<file path="config.mk">
export PLATFORM = sky130hd
export DESIGN_NAME = sound_voice_allocator_top
export DESIGN_NICKNAME = d
export VERILOG_FILES = /design/src/svalloc_pkg.sv /design/src/svalloc_regs.sv /design/src/svalloc_mem.sv /design/src/svalloc_cmp.sv /design/src/svalloc_seq.sv /design/src/sound_voice_allocator_top.sv
export SDC_FILE = /design/constraint.sdc
export NUM_CORES = 1
export LEC_CHECK = 0
export BUFFER_PORTS_ARGS = -buffer_cell sky130_fd_sc_hd__buf_4
export CAP_MARGIN = 20
export CORE_MARGIN = 8
export CORE_UTILIZATION = 40
export CTS_BUF_LIST = sky130_fd_sc_hd__clkbuf_16
export DETAILED_ROUTE_END_ITERATION = 8
export HOLD_SLACK_MARGIN = 0.03
export PLACE_DENSITY = 0.67
export SLEW_MARGIN = 10
export SYNTH_ARGS = -nofsm -noshare
export SYNTH_HDL_FRONTEND = slang
export SYNTH_HIERARCHICAL = 1
export SYNTH_SLANG_ARGS = --single-unit
export TNS_END_PERCENT = 100
</file>
<file path="constraint.sdc">
create_clock -name clk_i -period 7.2 [get_ports clk_i]
set_input_delay 1.44 -clock clk_i [delete_from_list [all_inputs] [get_ports clk_i]]
set_output_delay 1.44 -clock clk_i [all_outputs]
set_load 0.02 [all_outputs]
</file>
<file path="src/svalloc_pkg.sv">
package svalloc_pkg;

  // Width of the freed-channel mask in a result.
  localparam int unsigned MaskBits = 16;

  // Reset values of the configuration registers.
  localparam logic [4:0] ChannelsReset = 5'd8;
  localparam logic       EnableReset   = 1'b1;

  // Command codes of an input transaction.
  typedef enum logic [1:0] {
    CMD_START       = 2'd0,
    CMD_STOP_SOURCE = 2'd1,
    CMD_FINISHED    = 2'd2,
    CMD_STOP_ALL    = 2'd3
  } cmd_e;

  // Status codes of a result transaction.
  typedef enum logic [1:0] {
    ST_GRANTED  = 2'd0,
    ST_NONE     = 2'd1,
    ST_STOPPED  = 2'd2,
    ST_DISABLED = 2'd3
  } status_e;

  // Configuration register indexes.
  typedef enum logic {
    REG_CHANNELS = 1'b0,
    REG_ENABLE   = 1'b1
  } reg_e;

  // Sequencer states.
  typedef enum logic [2:0] {
    S_IDLE,
    S_PASS1,
    S_PASS2,
    S_STEAL,
    S_STOP_SRC,
    S_FINISH,
    S_STOP_ALL
  } state_e;

  typedef struct packed {
    cmd_e        command;
    logic [15:0] source_id;
    logic [2:0]  sound_class;
    logic [7:0]  priority_level;
    logic [3:0]  finished_channel;
  } item_t;

  typedef struct packed {
    status_e     status;
    logic [3:0]  granted_channel;
    logic [15:0] freed_mask;
    logic        stolen;
  } result_t;

  // Configuration seen by the sequencer.
  typedef struct packed {
    logic [4:0] channels_in_use;
    logic       sound_enabled;
  } cfg_t;

  // Outcome of the shared compare unit for the channel under scan.
  typedef struct packed {
    logic same_voice;
    logic same_source;
    logic can_evict;
  } cmp_t;

endpackage

</file>
<file path="src/svalloc_regs.sv">
module svalloc_regs (
  input  logic                clk_i,
  input  logic                rst_ni,
  input  logic                psel,
  input  logic                penable,
  input  logic                pwrite,
  input  logic [2:0]          paddr,
  input  logic [31:0]         pwdata,
  output logic [31:0]         prdata,
  output logic                pready,
  output svalloc_pkg::cfg_t   cfg_o
);

  logic [4:0]         channels_q;
  logic               enable_q;
  logic               wr_en;
  svalloc_pkg::reg_e  sel;

  assign pready = 1'b1;
  assign sel    = svalloc_pkg::reg_e'(paddr[2]);
  assign wr_en  = psel & penable & pwrite;

  // Register writes in the access phase.
  always_ff @(posedge clk_i or negedge rst_ni) begin
    if (!rst_ni) begin
      channels_q <= svalloc_pkg::ChannelsReset;
      enable_q   <= svalloc_pkg::EnableReset;
    end else if (wr_en) begin
      case (sel)
        svalloc_pkg::REG_CHANNELS: channels_q <= pwdata[4:0];
        svalloc_pkg::REG_ENABLE:   enable_q   <= pwdata[0];
        default: ;
      endcase
    end
  end

  // Read data mux.
  always_comb begin
    case (sel)
      svalloc_pkg::REG_CHANNELS: prdata = {27'd0, channels_q};
      svalloc_pkg::REG_ENABLE:   prdata = {31'd0, enable_q};
      default:                   prdata = '0;
    endcase
  end

  assign cfg_o.channels_in_use = channels_q;
  assign cfg_o.sound_enabled   = enable_q;

endmodule

</file>
<file path="src/svalloc_mem.sv">
module svalloc_mem #(
  parameter int unsigned AW = 4,
  parameter int unsigned DW = 27
) (
  input  logic          clk_i,
  input  logic          we_i,
  input  logic [AW-1:0] waddr_i,
  input  logic [DW-1:0] wdata_i,
  input  logic [AW-1:0] raddr_i,
  output logic [DW-1:0] rdata_o
);

  logic [DW-1:0] mem_q [2**AW];

  // One write port, one registered read port.
  always_ff @(posedge clk_i) begin
    if (we_i) begin
      mem_q[waddr_i] <= wdata_i;
    end
    rdata_o <= mem_q[raddr_i];
  end

endmodule

</file>
<file path="src/svalloc_cmp.sv">
module svalloc_cmp #(
  parameter int unsigned SW = 16
) (
  input  logic [SW-1:0]     ent_src_i,
  input  logic [2:0]        ent_cls_i,
  input  logic [7:0]        ent_pri_i,
  input  logic [SW-1:0]     key_src_i,
  input  logic [2:0]        key_cls_i,
  input  logic [7:0]        key_pri_i,
  output svalloc_pkg::cmp_t cmp_o
);

  logic src_eq;

  // Compare the stored voice against the request key.
  assign src_eq           = (ent_src_i == key_src_i);
  assign cmp_o.same_source = src_eq;
  assign cmp_o.same_voice  = src_eq && (ent_cls_i == key_cls_i);
  assign cmp_o.can_evict   = (ent_pri_i >= key_pri_i);

endmodule

</file>
<file path="src/svalloc_seq.sv">
module svalloc_seq #(
  parameter int unsigned MAX_CHANNELS = 16,
  parameter int unsigned SW           = 16,
  parameter int unsigned IW           = 4
) (
  input  logic                   clk_i,
  input  logic                   rst_ni,
  input  logic                   start_i,
  output logic                   busy_o,
  input  svalloc_pkg::item_t     item_i,
  input  svalloc_pkg::cfg_t      cfg_i,
  input  svalloc_pkg::cmp_t      cmp_i,
  output logic [IW-1:0]          raddr_o,
  output logic                   we_o,
  output logic [IW-1:0]          waddr_o,
  output logic [SW-1:0]          key_src_o,
  output logic [2:0]             key_cls_o,
  output logic [7:0]             key_pri_o,
  output logic                   result_valid_o,
  output svalloc_pkg::result_t   result_o
);

  localparam int unsigned CW = $clog2(MAX_CHANNELS + 1);
  localparam int unsigned NW = (CW > 5) ? CW : 5;

  svalloc_pkg::state_e    state_q, state_d;
  logic [CW-1:0]          idx_q, idx_d;
  logic [MAX_CHANNELS-1:0] active_q, active_d;
  logic [15:0]            mask_q, mask_d;
  svalloc_pkg::result_t   result_q, result_d;
  logic                   valid_q, valid_d;
  svalloc_pkg::cmd_e      cmd_q;
  logic [SW-1:0]          src_q;
  logic [2:0]             cls_q;
  logic [7:0]             pri_q;
  logic [3:0]             fin_q;
  logic                   latch_en;
  logic [NW-1:0]          cfg_n, n_live;
  logic                   at_end;
  logic                   act_cur;
  logic [IW-1:0]          ix;
  logic [IW-1:0]          fin_ix;

  // Mask bit of a channel; channels past the mask width do not show.
  function automatic logic [15:0] mask_bit(input logic [CW-1:0] c);
    logic [15:0] m;
    m = '0;
    if (32'(c) < svalloc_pkg::MaskBits) begin
      m = 16'd1 << c;
    end
    return m;
  endfunction

  // Live channel count, saturated to the channel array size.
  assign cfg_n  = NW'(cfg_i.channels_in_use);
  assign n_live = (cfg_n > NW'(MAX_CHANNELS)) ? NW'(MAX_CHANNELS) : cfg_n;
  assign at_end = (NW'(idx_q) >= n_live);
  assign ix     = idx_q[IW-1:0];
  assign fin_ix = IW'(fin_q);
  assign act_cur = (idx_q < CW'(MAX_CHANNELS)) ? active_q[ix] : 1'b0;

  // Next state, scan index and result.
  always_comb begin
    state_d  = state_q;
    idx_d    = idx_q;
    active_d = active_q;
    mask_d   = mask_q;
    result_d = result_q;
    valid_d  = 1'b0;
    latch_en = 1'b0;
    we_o     = 1'b0;
    case (state_q)
      svalloc_pkg::S_IDLE: begin
        if (start_i) begin
          latch_en = 1'b1;
          idx_d    = '0;
          mask_d   = '0;
          if (!cfg_i.sound_enabled) begin
            result_d.status          = svalloc_pkg::ST_DISABLED;
            result_d.granted_channel = '0;
            result_d.freed_mask      = '0;
            result_d.stolen          = 1'b0;
            valid_d                  = 1'b1;
          end else begin
            case (item_i.command)
              svalloc_pkg::CMD_START:       state_d = svalloc_pkg::S_PASS1;
              svalloc_pkg::CMD_STOP_SOURCE: state_d = svalloc_pkg::S_STOP_SRC;
              svalloc_pkg::CMD_FINISHED:    state_d = svalloc_pkg::S_FINISH;
              svalloc_pkg::CMD_STOP_ALL:    state_d = svalloc_pkg::S_STOP_ALL;
              default:                      state_d = svalloc_pkg::S_IDLE;
            endcase
          end
        end
      end

      // Free the first active channel holding the same voice.
      svalloc_pkg::S_PASS1: begin
        if (at_end) begin
          state_d = svalloc_pkg::S_PASS2;
          idx_d   = '0;
        end else if (act_cur && cmp_i.same_voice) begin
          active_d[ix] = 1'b0;
          mask_d       = mask_q | mask_bit(idx_q);
          state_d      = svalloc_pkg::S_PASS2;
          idx_d        = '0;
        end else begin
          idx_d = CW'(idx_q + 1'b1);
        end
      end

      // Look for a free slot, replacing a matching voice of a nonzero source met on the way.
      svalloc_pkg::S_PASS2: begin
        if (at_end) begin
          state_d = svalloc_pkg::S_STEAL;
          idx_d   = '0;
        end else if (!act_cur || ((src_q != '0) && cmp_i.same_voice)) begin
          if (act_cur) begin
            mask_d = mask_q | mask_bit(idx_q);
          end
          active_d[ix]             = 1'b1;
          we_o                     = 1'b1;
          result_d.status          = svalloc_pkg::ST_GRANTED;
          result_d.granted_channel = 4'(idx_q);
          result_d.freed_mask      = mask_d;
          result_d.stolen          = 1'b0;
          valid_d                  = 1'b1;
          state_d                  = svalloc_pkg::S_IDLE;
        end else begin
          idx_d = CW'(idx_q + 1'b1);
        end
      end

      // All channels busy: evict the first one whose priority level is equal to or above the request's.
      svalloc_pkg::S_STEAL: begin
        if (at_end) begin
          result_d.status          = svalloc_pkg::ST_NONE;
          result_d.granted_channel = '0;
          result_d.freed_mask      = mask_q;
          result_d.stolen          = 1'b0;
          valid_d                  = 1'b1;
          state_d                  = svalloc_pkg::S_IDLE;
        end else if (cmp_i.can_evict) begin
          mask_d                   = mask_q | mask_bit(idx_q);
          active_d[ix]             = 1'b1;
          we_o                     = 1'b1;
          result_d.status          = svalloc_pkg::ST_GRANTED;
          result_d.granted_channel = 4'(idx_q);
          result_d.freed_mask      = mask_d;
          result_d.stolen          = 1'b1;
          valid_d                  = 1'b1;
          state_d                  = svalloc_pkg::S_IDLE;
        end else begin
          idx_d = CW'(idx_q + 1'b1);
        end
      end

      // Stop the first active channel of the source.
      svalloc_pkg::S_STOP_SRC: begin
        if (at_end || (act_cur && cmp_i.same_source)) begin
          if (!at_end) begin
            active_d[ix] = 1'b0;
            mask_d       = mask_q | mask_bit(idx_q);
          end
          result_d.status          = svalloc_pkg::ST_STOPPED;
          result_d.granted_channel = '0;
          result_d.freed_mask      = mask_d;
          result_d.stolen          = 1'b0;
          valid_d                  = 1'b1;
          state_d                  = svalloc_pkg::S_IDLE;
        end else begin
          idx_d = CW'(idx_q + 1'b1);
        end
      end

      // Free one finished channel if it is live and playing.
      svalloc_pkg::S_FINISH: begin
        if ((NW'(fin_q) < n_live) && active_q[fin_ix]) begin
          active_d[fin_ix] = 1'b0;
          mask_d           = mask_q | mask_bit(CW'(fin_q));
        end
        result_d.status          = svalloc_pkg::ST_STOPPED;
        result_d.granted_channel = '0;
        result_d.freed_mask      = mask_d;
        result_d.stolen          = 1'b0;
        valid_d                  = 1'b1;
        state_d                  = svalloc_pkg::S_IDLE;
      end

      // Stop every live channel at once.
      svalloc_pkg::S_STOP_ALL: begin
        for (int c = 0; c < MAX_CHANNELS; c++) begin
          if ((NW'(c) < n_live) && active_q[c]) begin
            active_d[c] = 1'b0;
            mask_d      = mask_d | mask_bit(CW'(c));
          end
        end
        result_d.status          = svalloc_pkg::ST_STOPPED;
        result_d.granted_channel = '0;
        result_d.freed_mask      = mask_d;
        result_d.stolen          = 1'b0;
        valid_d                  = 1'b1;
        state_d                  = svalloc_pkg::S_IDLE;
      end

      default: begin
        state_d = svalloc_pkg::S_IDLE;
      end
    endcase
  end

  // Control state.
  always_ff @(posedge clk_i or negedge rst_ni) begin
    if (!rst_ni) begin
      state_q  <= svalloc_pkg::S_IDLE;
      idx_q    <= '0;
      active_q <= '0;
      valid_q  <= 1'b0;
    end else begin
      state_q  <= state_d;
      idx_q    <= idx_d;
      active_q <= active_d;
      valid_q  <= valid_d;
    end
  end

  // Request key, scan mask and result payload.
  always_ff @(posedge clk_i) begin
    if (latch_en) begin
      cmd_q <= item_i.command;
      src_q <= SW'(item_i.source_id);
      cls_q <= item_i.sound_class;
      pri_q <= item_i.priority_level;
      fin_q <= item_i.finished_channel;
    end
    mask_q   <= mask_d;
    result_q <= result_d;
  end

  assign busy_o         = (state_q != svalloc_pkg::S_IDLE);
  assign raddr_o        = idx_d[IW-1:0];
  assign waddr_o        = ix;
  assign key_src_o      = src_q;
  assign key_cls_o      = cls_q;
  assign key_pri_o      = pri_q;
  assign result_valid_o = valid_q;
  assign result_o       = result_q;

  // A grant leaves the granted channel marked active.
  a_grant_active: assert property (@(posedge clk_i) disable iff (!rst_ni)
    (valid_q && (result_q.status == svalloc_pkg::ST_GRANTED)) |-> act_cur)
    else $error("granted channel is not active");

  // Eviction is only reported together with a grant.
  a_stolen_grant: assert property (@(posedge clk_i) disable iff (!rst_ni)
    (valid_q && result_q.stolen) |-> (result_q.status == svalloc_pkg::ST_GRANTED))
    else $error("stolen flag without grant");

  // Single-channel stops free at most one channel.
  a_stop_one: assert property (@(posedge clk_i) disable iff (!rst_ni)
    (valid_q && ((cmd_q == svalloc_pkg::CMD_STOP_SOURCE) ||
                 (cmd_q == svalloc_pkg::CMD_FINISHED)))
    |-> $onehot0(result_q.freed_mask))
    else $error("single stop freed several channels");

  // Every completed command produces a result transaction.
  a_done_result: assert property (@(posedge clk_i) disable iff (!rst_ni)
    $fell(busy_o) |-> valid_q)
    else $error("command finished without a result");

endmodule

</file>
<file path="src/sound_voice_allocator_top.sv">
// A start scans the voice memory one channel per cycle, in up to three passes over the N
// live channels: same voice, free slot, steal. Stop source scans once; channel finished
// and stop all need no scan. When the block is disabled, the strobe rises at the
// accepting edge itself. No new command is accepted while one is in progress (busy);
// the block is idle again while the strobe is high. The receiver cannot stall the
// strobe. Reset clears all active flags and sets 8 channels, sound enabled.
module sound_voice_allocator_top #(
  parameter int unsigned MAX_CHANNELS = 16,
  parameter int unsigned SOURCE_BITS  = 16
) (
  input  logic                  clk_i,
  input  logic                  rst_ni,
  input  logic                  start,
  output logic                  busy,
  input  svalloc_pkg::item_t    item_i,
  output logic                  result_valid_o,
  output svalloc_pkg::result_t  result_o,
  input  logic                  psel,
  input  logic                  penable,
  input  logic                  pwrite,
  input  logic [2:0]            paddr,
  input  logic [31:0]           pwdata,
  output logic [31:0]           prdata,
  output logic                  pready
);

  localparam int unsigned SW = (SOURCE_BITS < 16) ? SOURCE_BITS : 16;
  localparam int unsigned IW = (MAX_CHANNELS > 1) ? $clog2(MAX_CHANNELS) : 1;
  localparam int unsigned DW = SW + 3 + 8;

  svalloc_pkg::cfg_t cfg;
  svalloc_pkg::cmp_t cmp;
  logic [IW-1:0]     raddr;
  logic [IW-1:0]     waddr;
  logic              we;
  logic [SW-1:0]     key_src;
  logic [2:0]        key_cls;
  logic [7:0]        key_pri;
  logic [DW-1:0]     rdata;

  svalloc_regs u_regs (
    .clk_i   (clk_i),
    .rst_ni  (rst_ni),
    .psel    (psel),
    .penable (penable),
    .pwrite  (pwrite),
    .paddr   (paddr),
    .pwdata  (pwdata),
    .prdata  (prdata),
    .pready  (pready),
    .cfg_o   (cfg)
  );

  // Per-channel source, class and priority.
  svalloc_mem #(
    .AW (IW),
    .DW (DW)
  ) u_mem (
    .clk_i   (clk_i),
    .we_i    (we),
    .waddr_i (waddr),
    .wdata_i ({key_src, key_cls, key_pri}),
    .raddr_i (raddr),
    .rdata_o (rdata)
  );

  // Shared compare unit for the channel under scan.
  svalloc_cmp #(
    .SW (SW)
  ) u_cmp (
    .ent_src_i (rdata[DW-1:11]),
    .ent_cls_i (rdata[10:8]),
    .ent_pri_i (rdata[7:0]),
    .key_src_i (key_src),
    .key_cls_i (key_cls),
    .key_pri_i (key_pri),
    .cmp_o     (cmp)
  );

  svalloc_seq #(
    .MAX_CHANNELS (MAX_CHANNELS),
    .SW           (SW),
    .IW           (IW)
  ) u_seq (
    .clk_i          (clk_i),
    .rst_ni         (rst_ni),
    .start_i        (start),
    .busy_o         (busy),
    .item_i         (item_i),
    .cfg_i          (cfg),
    .cmp_i          (cmp),
    .raddr_o        (raddr),
    .we_o           (we),
    .waddr_o        (waddr),
    .key_src_o      (key_src),
    .key_cls_o      (key_cls),
    .key_pri_o      (key_pri),
    .result_valid_o (result_valid_o),
    .result_o       (result_o)
  );

endmodule
</file>
==> results.md, run 1 <==
* Outcome: completed
* WP data arrival at 6.22 ns
* Starting Density at 0.4047
* Row Count at between 80 and 90
* Root buffer cell: clkbuf_16
* # hold bufs at CTS at 0
* Clock Sinks at 560
* Antenna violations before repair at 0
* Max Freq at 175.0 MHz
* Post-synth cell types at between 70 and 80
* Setup Viol. Count Final at 0
* Area share of the largest cell type after synthesis at 0.6311
* Final nets at 1641
* Min Hold Slack at 0.5782 ns
* DP HPWL at ~34000 µm
* Antenna Cells at 0
* Cts bufs inserted at between 50 and 60
* Top post-synthesis cells by area: edfxtp_1, mux4_2, dfrtp_1
* Synth Cell Area at 0.02389 mm²
* First DRT Iteration DRCs at roughly 1400
* Crit start category: flop
* Slew Limit Fails at 0
* Worst Skew at 0.03086 ns
* CTS tree: built
* Vias/cell at 5.835
* Die Y-Extent at 260.4 µm
* Layout cells sized above 1 at 0.2360
* Post-route cell area at 0.02726 mm²
* PD cells at approximately 440 mW/mm²
* Most frequent cell after synthesis: edfxtp_1
* Core area at just under 0.06 mm²
* Die area at about 0.068 mm²
* P&R area growth vs syn at 14.15%
* CP Class: flop to flop
* CTS Buffer Depth at 3
* Clk_lat worst skew at 0.63 ns
* Largest net degree at the start of global routing at 53
* Storage element area at 0.01639 mm²
* Detailed Routing Iterations Pass 1 at 5
* Slew @ Worst Pin at 1.161 ns
* Synth cell count leaders: edfxtp_1, mux4_2, nand2_1, nor2_1, o21ai_0
* Wirelength, routed at 57920 µm
* Register area share after synthesis at 0.6863
* Io pins at 132
* Area leader, netlist: edfxtp_1
* Synth Register Bits at 560
* Synth async-reset ratio at 0.05536
* Req. time, crit path at 7.71 ns
* Period minus WS final at 5.714 ns
* Min-Delay Path Class: flop to flop
* Worst slew margin at 0.2260
* Antenna viol nets, final at 0
* Vias in the first global route at ~14000
* Global-route wire length before repair at 87020 µm
* Final Cycle Share at 0.7935
* R2R Path Start: u_seq/key_src_o[10]
* Clock transition at the registers of the reported paths at roughly 0.060 ns
* Drc violations at 0
* Final Hold Vio Count at 0
* Die Span X at 260.4 µm
* Hold Path Origin: u_seq/active_q[5]
* Port Buffers at 74
* Yosys warns at 6
* Setup TNS at 0 ns
* Setup crit start: u_seq/key_src_o[10]
* CP Capture Type: flop
* Post-cts resize count at 0
* Total global routing overflow at 0
* Routability Congestion at roughly 0.92
* Avg Cell Area, Syn at 16.32 µm²
* # Post-CTS Setup Buffers at 0
* LEAKAGE at ~9.1 nW
* H-tree depth at 2
* WL/cell at approximately 24 µm
* Ys flop type: edfxtp_1
* Post-Synthesis Cells at 1464
* Dpl cell area at 0.02532 mm²
* Vias at around 14000
* Max Cap Violations at 0
* FILL cells at ~5000
* Post-synth EDFFs at 502
* Area of the multi-input gates at 0.006953 mm²
* RSZ-0062 raised after global routing: false
* Critical path peak fanout at 47
* Max VDD drop at 397.5 µV
* Gr usage total at 0.1681
[through the flow]
| stage | setup WS, ns | cells | total power (W) | util |
|---|---|---|---|---|
| after detailed placement | 1.444 | 2255 | 0.009215 | 0.4289 |
| after global routing | 1.186 | 2366 | 0.01264 | 0.4620 |
| final | 1.487 | 2366 | 0.01205 | 0.4620 |
| after CTS | 1.416 | 2361 | 0.01214 | 0.4603 |
| after floorplan | 2.311 | 1490 | 0.008033 | - |
| after global placement | 1.592 | 2251 | 0.009113 | 0.4278 |
[kinds of logic after synthesis]
family          Yosys count  synth area share
mux                     132            0.1161
compound gates          307           0.09047
simple gates            273           0.05406
other cells               2         0.0003144
xor+xnor                 19          0.006967
flops                   560            0.6863
fa+ha+maj                24           0.01236
buf+inv                 147           0.03337
[flip-flops by register name, indices dropped and copies added, names as in the netlist]
name / cells
u_mem/mem_q: 432
u_mem/rdata_o: 27
u_regs/channels_q: 5
u_regs/enable_q: 1
u_seq/active_q: 16
u_seq/fin_ix: 4
u_seq/idx_q: 5
u_seq/key_cls_o: 3
u_seq/key_pri_o: 8
u_seq/key_src_o: 16
u_seq/mask_q: 16
u_seq/result_o: 23
u_seq/result_valid_o: 1
u_seq/state_q: 3
[layout by cell type, fill, tap and decap left out, types with 12 or more instances in the layout]
master,count
a21o_1,17
a21oi_1,48
a22oi_1,39
a22oi_2,20
a31oi_1,25
buf_4,102
clkbuf_16,57
clkinv_1,18
conb_1,28
dfrtp_1,29
dfxtp_1,27
edfxtp_1,502
ha_1,22
inv_1,41
mux4_2,114
nand2_1,91
nand3_1,25
nor2_1,62
nor2_4,12
o211ai_1,12
o21ai_0,67
xnor2_1,19
[final timing paths]
kind                            slack [ns]  cells past startpoint            endpoint
min in group asynchronous             0.79                      1  u_seq/active_q[10]
worst min-delay path                  0.58                      1   u_seq/active_q[5]
max in group asynchronous             6.05                      1     u_regs/enable_q
worst min register to register        0.58                      1   u_seq/active_q[5]
worst max-delay path                  1.49                     14   u_mem/rdata_o[15]
worst max register to register        1.49                     14   u_mem/rdata_o[15]
[worst max-delay path, cell delays in order, from the launching register on]
cell and delay [ns]:
edfxtp_1 0.64, xnor2_1 0.34, nand4_1 0.24, nor4_2 0.58
and4_1 0.43, inv_1 0.19, a41oi_1 0.56, nor2_1 0.18
nor3_1 0.24, a211o_1 0.28, mux2_8 0.59, buf_4 0.42
mux4_2 0.56, a22oi_2 0.20, nand2_1 0.08
[routing by layer]
| metal | GRT usage | share of wire | vias up | routed length, µm |
|---|---|---|---|---|
| met4 | 0.05067 | 0.023 | 0 | 1334 |
| met5 | 0 | 0 | - | 0 |
| met2 | 0.2699 | 0.48 | 589 | 27600 |
| li1 | - | - | 5933 | - |
| met3 | 0.02897 | 0.070 | 107 | 4043 |
| met1 | 0.2335 | 0.43 | 7177 | 24930 |
[cell type report]
type	count	area share
Tap cell	773	0.03547
Clock buffer	57	0.05232
Sequential cell	560	0.6013
Inverter	31	0.004268
Multi-Input combinational cell	783	0.2550
Clock inverter	49	0.01551
Timing Repair Buffer	113	0.03616
[power breakdown]
| group | leakage (nW) | switching (W) | internal (W) | total, W |
|---|---|---|---|---|
| Clock | 0.945 | 0.00124 | 0.00166 | 0.00290 |
| Combinational | 3.00 | 0.00253 | 0.00206 | 0.00459 |
| Sequential | 5.17 | 0.000391 | 0.00417 | 0.00456 |
Note: power is estimated with default switching activity, not from simulation.
==> run 2, diff against run 1 <==
--- a/config.mk
+++ b/config.mk
@@ -5,6 +5,7 @@
 export SDC_FILE = /design/constraint.sdc
 export NUM_CORES = 1
 export LEC_CHECK = 0
+export ABC_AREA = 1
 export BUFFER_PORTS_ARGS = -buffer_cell sky130_fd_sc_hd__buf_4
 export CAP_MARGIN = 20
 export CORE_MARGIN = 8
@@ -12,7 +13,7 @@
 export CTS_BUF_LIST = sky130_fd_sc_hd__clkbuf_16
 export DETAILED_ROUTE_END_ITERATION = 8
 export HOLD_SLACK_MARGIN = 0.03
-export PLACE_DENSITY = 0.67
+export PLACE_DENSITY = 0.69
 export SLEW_MARGIN = 10
 export SYNTH_ARGS = -nofsm -noshare
 export SYNTH_HDL_FRONTEND = slang
==> constraint.sdc (replaced) <==
create_clock -name clk_i -period 5.1 [get_ports clk_i]
set_input_delay 1.02 -clock clk_i [delete_from_list [all_inputs] [get_ports clk_i]]
set_output_delay 1.02 -clock clk_i [all_outputs]
set_load 0.02 [all_outputs]
==> results.md, run 2 <==
* Slew @ Worst Pin at 0.8958 ns (-0.2652 ns)
* Area leader, netlist: edfxtp_1
* Synth Register Bits at 560 (unchanged)
* Io pins at 132 (unchanged)
* CP bufs+invs at 5 (+3)
* Slew Limit Fails at 0 (unchanged)
* Worst Skew at 0.03609 ns (+0.005230 ns)
* FILL cells at 6183 (+24%)
* Register area share after synthesis at 0.6065 (-0.07981)
* Setup TNS at 0 ns (unchanged)
* Clock Sinks at 560 (unchanged)
* Drc violations at 0 (unchanged)
* Critical path peak fanout at 30 (-36%)
* PD cells at 577.9 mW/mm² (+31%)
* Antenna viol nets, final at 0 (unchanged)
* Wirelength, routed at 68240 µm (+18%)
* Largest net degree at the start of global routing at 149 (+180%)
* Crit start category: flop
* Ys flop type: edfxtp_1
* Antenna Cells at 0 (unchanged)
* Post-synth cell types at 54 (-29%)
* Cts bufs inserted at 60 (+7.1%)
* Vias at 19730 (+43%)
* Setup crit start: u_regs/channels_q[4]
* Area share of the largest cell type after synthesis at 0.5577 (-0.07339)
* Dpl cell area at 0.02864 mm² (+13%)
* Max Freq at 215.9 MHz (+23%)
* Port Buffers at 74 (unchanged)
* Post-synth EDFFs at 502 (unchanged)
* Reg2reg end: u_mem/rdata_o[3]
* Detailed Routing Iterations Pass 1 at 6 (+1)
* Yosys warns at 6 (unchanged)
* Routability Congestion at 0.9203 (about the same)
* R2R Setup Slk at 0.47 ns (-1.02 ns)
* LEAKAGE at 13.50 nW (+48%)
* # Post-CTS Setup Buffers at 0 (unchanged)
* Max Cap Violations at 0 (unchanged)
* Die area at 0.07615 mm² (+12%)
* Top post-synthesis cells by area: edfxtp_1, nand2_1, nand3_1
* CP Capture Type: flop
* Most common cell after layout, fill and taps aside: nand2_1
* Period minus WS final at 4.631 ns (-1.083 ns)
* H-tree depth at 2 (unchanged)
* Vias/cell at 5.084 (-13%)
* Worst slew margin at 0.4022 (+0.1761)
* Row Count at 95 (+6.7%)
* Total global routing overflow at 0 (unchanged)
* Setup Viol. Count Final at 0 (unchanged)
* Cells after DPL at 3769 (+67%)
* WL/cell at 17.58 µm (-28%)
* R2R Path Start: u_regs/channels_q[4]
* WP data arrival at 5.21 ns (-1.01 ns)
* Critical Path Max Stage Delay at 0.53 ns (-0.11 ns)
* Clock transition at the registers of the reported paths at 0.06 ns (about the same)
* Die Y-Extent at 275.9 µm (+6.0%)
* Synth cell count leaders: nand2_1, edfxtp_1, inv_1, nand3_1, nor2_1
* Final cell count without fillers at 3881 (+64%)
* Post-route cell area at 0.03059 mm² (+12%)
* Synth async-reset ratio at 0.05536 (unchanged)
* Most flop-heavy register: u_mem/mem_q
* Starting Density at 0.4032 (-0.001534)
* Die Span X at 275.9 µm (+6.0%)
* Global-route wire length before repair at 104500 µm (+20%)
* Layout cells sized above 1 at 0.09508 (-0.1410)
* Avg Cell Area, Syn at 9.314 µm² (-43%)
* Most frequent cell after synthesis: nand2_1
* P&R area growth vs syn at 13.17%
* DP HPWL at 40080 µm (+17%)
* CP Class: flop to flop
* Core area at 0.06704 mm² (+14%)
* Worst-path cell with the longest stage delay: dfrtp_1
* RSZ-0062 raised after global routing: false
* Vias in the first global route at 18800 (+36%)
* Antenna violations before repair at 0 (unchanged)
* Outcome: completed
* First DRT Iteration DRCs at 1634 (+17%)
* CTS tree: built
* Post-Synthesis Cells at 2902 (+98%)
* CTS Buffer Depth at 3 (unchanged)
* Overall power at 0.01768 W (+47%)
* Min-Delay Path Class: input pin to async pin
* Largest register FFs at 432 (unchanged)
* Req. time, crit path at 5.68 ns (-2.03 ns)
* Synth Cell Area at 0.02703 mm² (+13%)
* Most used cell, CP: nand2_1
* Worst R2R Path Depth at 20 (+6)
* Final Hold Vio Count at 0 (unchanged)
* Final Cycle Share at 0.9080 (+0.1145)
* Gr usage total at 0.1755 (+0.007484)
* Crit path cell chain: clkinv_1 > a21oi_1 > nor2_1 > inv_1 > ha_1 > a21oi_1 > o21a_1 > nand3_1 > inv_1 > nand2_1 > nand2_1 > nand2_1 > nand2_1 > nand3_4 > inv_6 > buf_4 > nand3_1 > nand3_1 > nand3_1 > nand2_1
* Max VDD drop at 638.6 µV (+61%)
* Clk_lat worst skew at 0.64 ns (about the same)
* Final nets at 3055 (+86%)
* Root buffer cell: clkbuf_16
* Commonest cells after routing, fill and taps aside: nand2_1, edfxtp_1, inv_1
* Crit path max-delay family: simple AND/OR/NAND/NOR gates
==> run 2: cell types whose count changed in the layout (fill, tap and decap cells not counted), sizes merged, moves of 16 or more <==
| cell | before | now |
|---|---|---|
| a21oi | 48 | 64 |
| a22oi | 59 | 4 |
| a31oi | 25 | 2 |
| inv | 43 | 496 |
| mux4 | 114 | 0 |
| nand2 | 91 | 927 |
| nand3 | 25 | 417 |
| nor2 | 75 | 140 |
| o21ai | 68 | 44 |
| xnor2 | 19 | 3 |
==> run 2: worst reg2reg max path: stages (launching register included) <==
cell	delay, ns
dfrtp_1	0.53
clkinv_1	0.31
a21oi_1	0.23
nor2_1	0.06
inv_1	0.10
ha_1	0.27
a21oi_1	0.18
o21a_1	0.13
nand3_1	0.32
inv_1	0.34
nand2_1	0.09
nand2_1	0.16
nand2_1	0.13
nand2_1	0.13
nand3_4	0.33
inv_6	0.40
buf_4	0.43
nand3_1	0.13
nand3_1	0.12
nand3_1	0.10
nand2_1	0.10
==> run 2: metal layers <==
layer | up-vias | wire [µm] | part of all wire | global-route usage
li1 | 9458 | - | - | -
met1 | 9420 | 28900 | 0.42 | 0.2293
met2 | 721 | 32710 | 0.48 | 0.2987
met3 | 132 | 4768 | 0.070 | 0.02521
met4 | 0 | 1862 | 0.027 | 0.05891
met5 | - | 0 | 0 | 0
==> run 2: layout make-up <==
type                       instances  area [µm²]  area share
tap                              873        1092     0.03571
sequential                       560       16390      0.5360
timing repair buffer             125        1221     0.03992
inverter                         479        1815     0.05936
multi-input combinational       1733        8133      0.2659
clock buffer                      60        1501     0.04909
clock inverter                    51       430.4     0.01407
==> run 2: worst max path at each step <==
stage / end / slack, ns / cells after the start
2_1_floorplan: u_mem/mem_q[12][0] / 1.07 / 13
4_1_cts: u_mem/rdata_o[3] / 0.46 / 20
6_report: u_mem/rdata_o[3] / 0.47 / 20
5_1_grt: u_mem/rdata_o[26] / 0.08 / 20
3_3_place_gp: u_mem/rdata_o[17] / 0.60 / 20
3_5_place_dp: u_mem/rdata_o[26] / 0.54 / 20
==> run 2: report_power, final <==
group / total (W) / switching, W / internal, W
clock network: 0.00423 / 0.00179 / 0.00244
registers: 0.00618 / 0.000398 / 0.00579
logic: 0.00726 / 0.00499 / 0.00227
total: 0.0177 / 0.00718 / 0.0105
==> run 2: through the flow <==
step | util | hold WS (ns) | setup slack (ns)
after global routing | 0.4563 | 0.3636 | 0.07538
after global placement | 0.4272 | 0.4734 | 0.5968
after detailed placement | 0.4272 | 0.4743 | 0.5371
after floorplan | - | 0.4500 | 1.070
final | 0.4563 | 0.3481 | 0.4691
after CTS | 0.4560 | 0.3268 | 0.4612
==> run 2: cells by family (layout without fill, tap and decap cells) <==
| kind of cell | after synthesis | after routing | synth area share |
|---|---|---|---|
| AO/OA/AOI/OAI | 161 | 161 | 0.03477 |
| adder cells (fa/ha/maj) | 22 | 22 | 0.01018 |
| flip-flops | 560 | 560 | 0.6065 |
| AND/OR/NAND/NOR | 1517 | 1517 | 0.2444 |
| other | 2 | 28 | 0.0002779 |
| XOR/XNOR | 5 | 5 | 0.001621 |
| buffers and inverters | 635 | 715 | 0.1022 |
==> run 2: what timing repair did <==
action                                  4_1_cts  5_1_grt
resized for setup                             0        1
endpoints found under the setup margin        0        1
hold buffers                                  0        0
==> run 3, diff against run 2 <==
--- a/config.mk
+++ b/config.mk
@@ -9,11 +9,11 @@
 export BUFFER_PORTS_ARGS = -buffer_cell sky130_fd_sc_hd__buf_4
 export CAP_MARGIN = 20
 export CORE_MARGIN = 8
-export CORE_UTILIZATION = 40
+export CORE_UTILIZATION = 56
 export CTS_BUF_LIST = sky130_fd_sc_hd__clkbuf_16
 export DETAILED_ROUTE_END_ITERATION = 8
 export HOLD_SLACK_MARGIN = 0.03
-export PLACE_DENSITY = 0.69
+export PLACE_DENSITY = 0.88
 export SLEW_MARGIN = 10
 export SYNTH_ARGS = -nofsm -noshare
 export SYNTH_HDL_FRONTEND = slang
==> results.md, run 3 (synthesized netlist as in run 2, its figures left out) <==
* First DRT Iteration DRCs at 2547 (+56%)
* Die area at 0.05555 mm² (-27%)
* Setup crit start: u_regs/channels_q[4]
* Die Y-Extent at 235.7 µm (-15%)
* Max VDD drop at 482.2 µV (-24%)
* Port Buffers at 74 (unchanged)
* Wirelength, routed at 72090 µm (+5.6%)
* DP HPWL at 41050 µm (+2.4%)
* CTS tree: built
* Largest net degree at the start of global routing at 88 (-41%)
* Met1 wire length at 25720 µm (-11%)
* Seq pwr share at 0.345 (-0.005)
* Detailed Routing Iterations Pass 1 at 7 (+1)
* Final Hold Vio Count at 0 (unchanged)
* Req. time, crit path at 5.64 ns (-0.04 ns)
* Die Span X at 235.7 µm (-15%)
* Clk_lat worst skew at 0.63 ns (about the same)
* Logic pwr share at 0.421 (+0.010)
* Min-Delay Path Class: input pin to async pin
* CP Capture Type: flop
* CTS Buffer Depth at 3 (unchanged)
* Global-route wire length before repair at 111100 µm (+6.3%)
* Total global routing overflow at 0 (unchanged)
* Slew Limit Fails at 0 (unchanged)
* Overall power at 0.01804 W (+2.0%)
* Commonest cells after routing, fill and taps aside: nand2_1, edfxtp_1, inv_1
* Sw Share at 0.4134 (+0.007382)
* Cts bufs inserted at 55 (-8.3%)
* Routability Congestion at 1.003 (+9.0%)
* Crit start category: flop
* Root buffer cell: clkbuf_16
* Most common cell after layout, fill and taps aside: nand2_1
* Antenna viol nets, final at 0 (unchanged)
* Met3 wire length at 7815 µm (+64%)
* Row Count at 80 (-16%)
* Worst slew margin at 0.3705 (-0.03166)
* Gr usage total at 0.2497 (+0.07418)
* Io pins at 132 (unchanged)
* Antenna violations before repair at 1 (+1)
* Vias/cell at 5.783 (+14%)
* P&R area growth vs syn at 11.77%
* Critical path peak fanout at 50 (+67%)
* Clock transition at the registers of the reported paths at 0.07 ns (about the same)
* Clock power share at 0.234 (-0.005)
* Clock Sinks at 560 (unchanged)
* Max Cap Violations at 0 (unchanged)
* R2R Path Start: u_regs/channels_q[4]
* Setup Viol. Count Final at 0 (unchanged)
* Core area at 0.04765 mm² (-29%)
* Int Power at 0.01058 W (+0.77%)
* Routed met2 length at 34670 µm (+6.0%)
* PD cells at 597.0 mW/mm² (+3.3%)
* Starting Density at 0.5673 (+0.1641)
* Slew @ Worst Pin at 0.9432 ns (+0.04746 ns)
* WP data arrival at 5.00 ns (-0.21 ns)
* RSZ-0062 raised after global routing: false
* # hold bufs at CTS at 0 (unchanged)
* DR top layer: met4
* Outcome: completed
* H-tree depth at 2 (unchanged)
* Layout cells sized above 1 at 0.09840 (+0.003324)
* Setup TNS at 0 ns (unchanged)
* Vias at 20960 (+6.2%)
* Period minus WS final at 4.455 ns (-0.1761 ns)
* Final nets at 3057 (+0.065%)
* Worst Skew at 0.03445 ns (-0.001635 ns)
* Most flop-heavy register: u_mem/mem_q
* Drc violations at 0 (unchanged)
* Vias in the first global route at 20980 (+12%)
* Post-cts resize count at 0 (unchanged)
* LEAKAGE at 13.49 nW (about the same)
* Max Freq at 224.5 MHz (+4.0%)
* Final Cycle Share at 0.8735 (-0.03453)
* # Post-CTS Setup Buffers at 0 (unchanged)
* CP Class: flop to flop
* Switching power of the nets at 0.007456 W (+3.9%)
* WL/cell at 19.89 µm (+13%)
* Largest register FFs at 432 (unchanged)
==> run 3: changes by cell type in the layout (fill, tap and decap cells not counted), moves of 3 or more <==
cell       previous run  this run
bufinv_16             6         9
inv_1               483       476
clkinv_1             14        11
clkbuf_16            60        55
buf_12               22        17
buf_4               102       115
clkinv_2              8        11
==> run 3: power by group through the flow <==
stage	logic, W	registers [W]	clock network [W]
floorplan	0.00532	0.00628	0
global placement	0.00702	0.00626	0
detailed placement	0.00727	0.00629	0
CTS	0.00742	0.00621	0.00426
global route	0.00827	0.00628	0.00443
finish	0.00759	0.00622	0.00423
==> run 3: through the flow <==
stage / utilization / setup slack (ns) / area (µm²) / hold slack, ns / std cells
3_3_place_gp: 0.5941 / 0.8669 / 28300 / 0.4762 / 3519
5_1_grt: 0.6340 / 0.2986 / 30210 / 0.3704 / 3623
2_1_floorplan: - / 1.070 / 27130 / 0.4500 / 2928
4_1_cts: 0.6340 / 0.7981 / 30210 / 0.3402 / 3623
6_report: 0.6340 / 0.6452 / 30210 / 0.3491 / 3624
3_5_place_dp: 0.5941 / 0.7944 / 28300 / 0.4887 / 3519
==> run 3: final timing paths <==
check,endpoint,slack (ns),cells past startpoint
max,u_mem/rdata_o[16],0.65,22
min,u_seq/state_q[2],0.35,1
max reg2reg,u_mem/rdata_o[16],0.65,22
min reg2reg,u_seq/active_q[2],0.50,2
max in group asynchronous,u_regs/enable_q,4.38,1
min in group clk_i,u_seq/active_q[2],0.50,2
==> run 3: layout make-up <==
cell class                 instances  area [µm²]
clock inverter                    49       525.5
timing repair buffer             132        1204
clock buffer                      55        1376
multi-input combinational       1733        8125
tap                              615       769.5
sequential                       560       16390
inverter                         479        1813
antenna                            1       2.502
fill                            3491       17440
==> run 3: routing by layer <==
layer,global-route usage,up-vias
met5,0,-
met2,0.4184,1411
met4,0.1381,0
met3,0.04354,330
li1,-,9458
met1,0.3052,9758
==> run 3: critical path, cell delays in order (launching register included) <==
cell and delay (ns):
dfrtp_1 0.49, clkinv_1 0.27, a21oi_1 0.23, nor2_1 0.06
inv_1 0.08, ha_1 0.26, a21oi_1 0.15, o21a_1 0.12
nand3_1 0.36, inv_1 0.35, nand3_2 0.15, nand2_1 0.12
nor2_1 0.06, nand2_1 0.05, nand2_1 0.10, inv_6 0.35
inv_6 0.29, buf_12 0.27, nand2_1 0.10, nand3_1 0.11
nand3_1 0.15, nand3_1 0.10, nand2_1 0.08
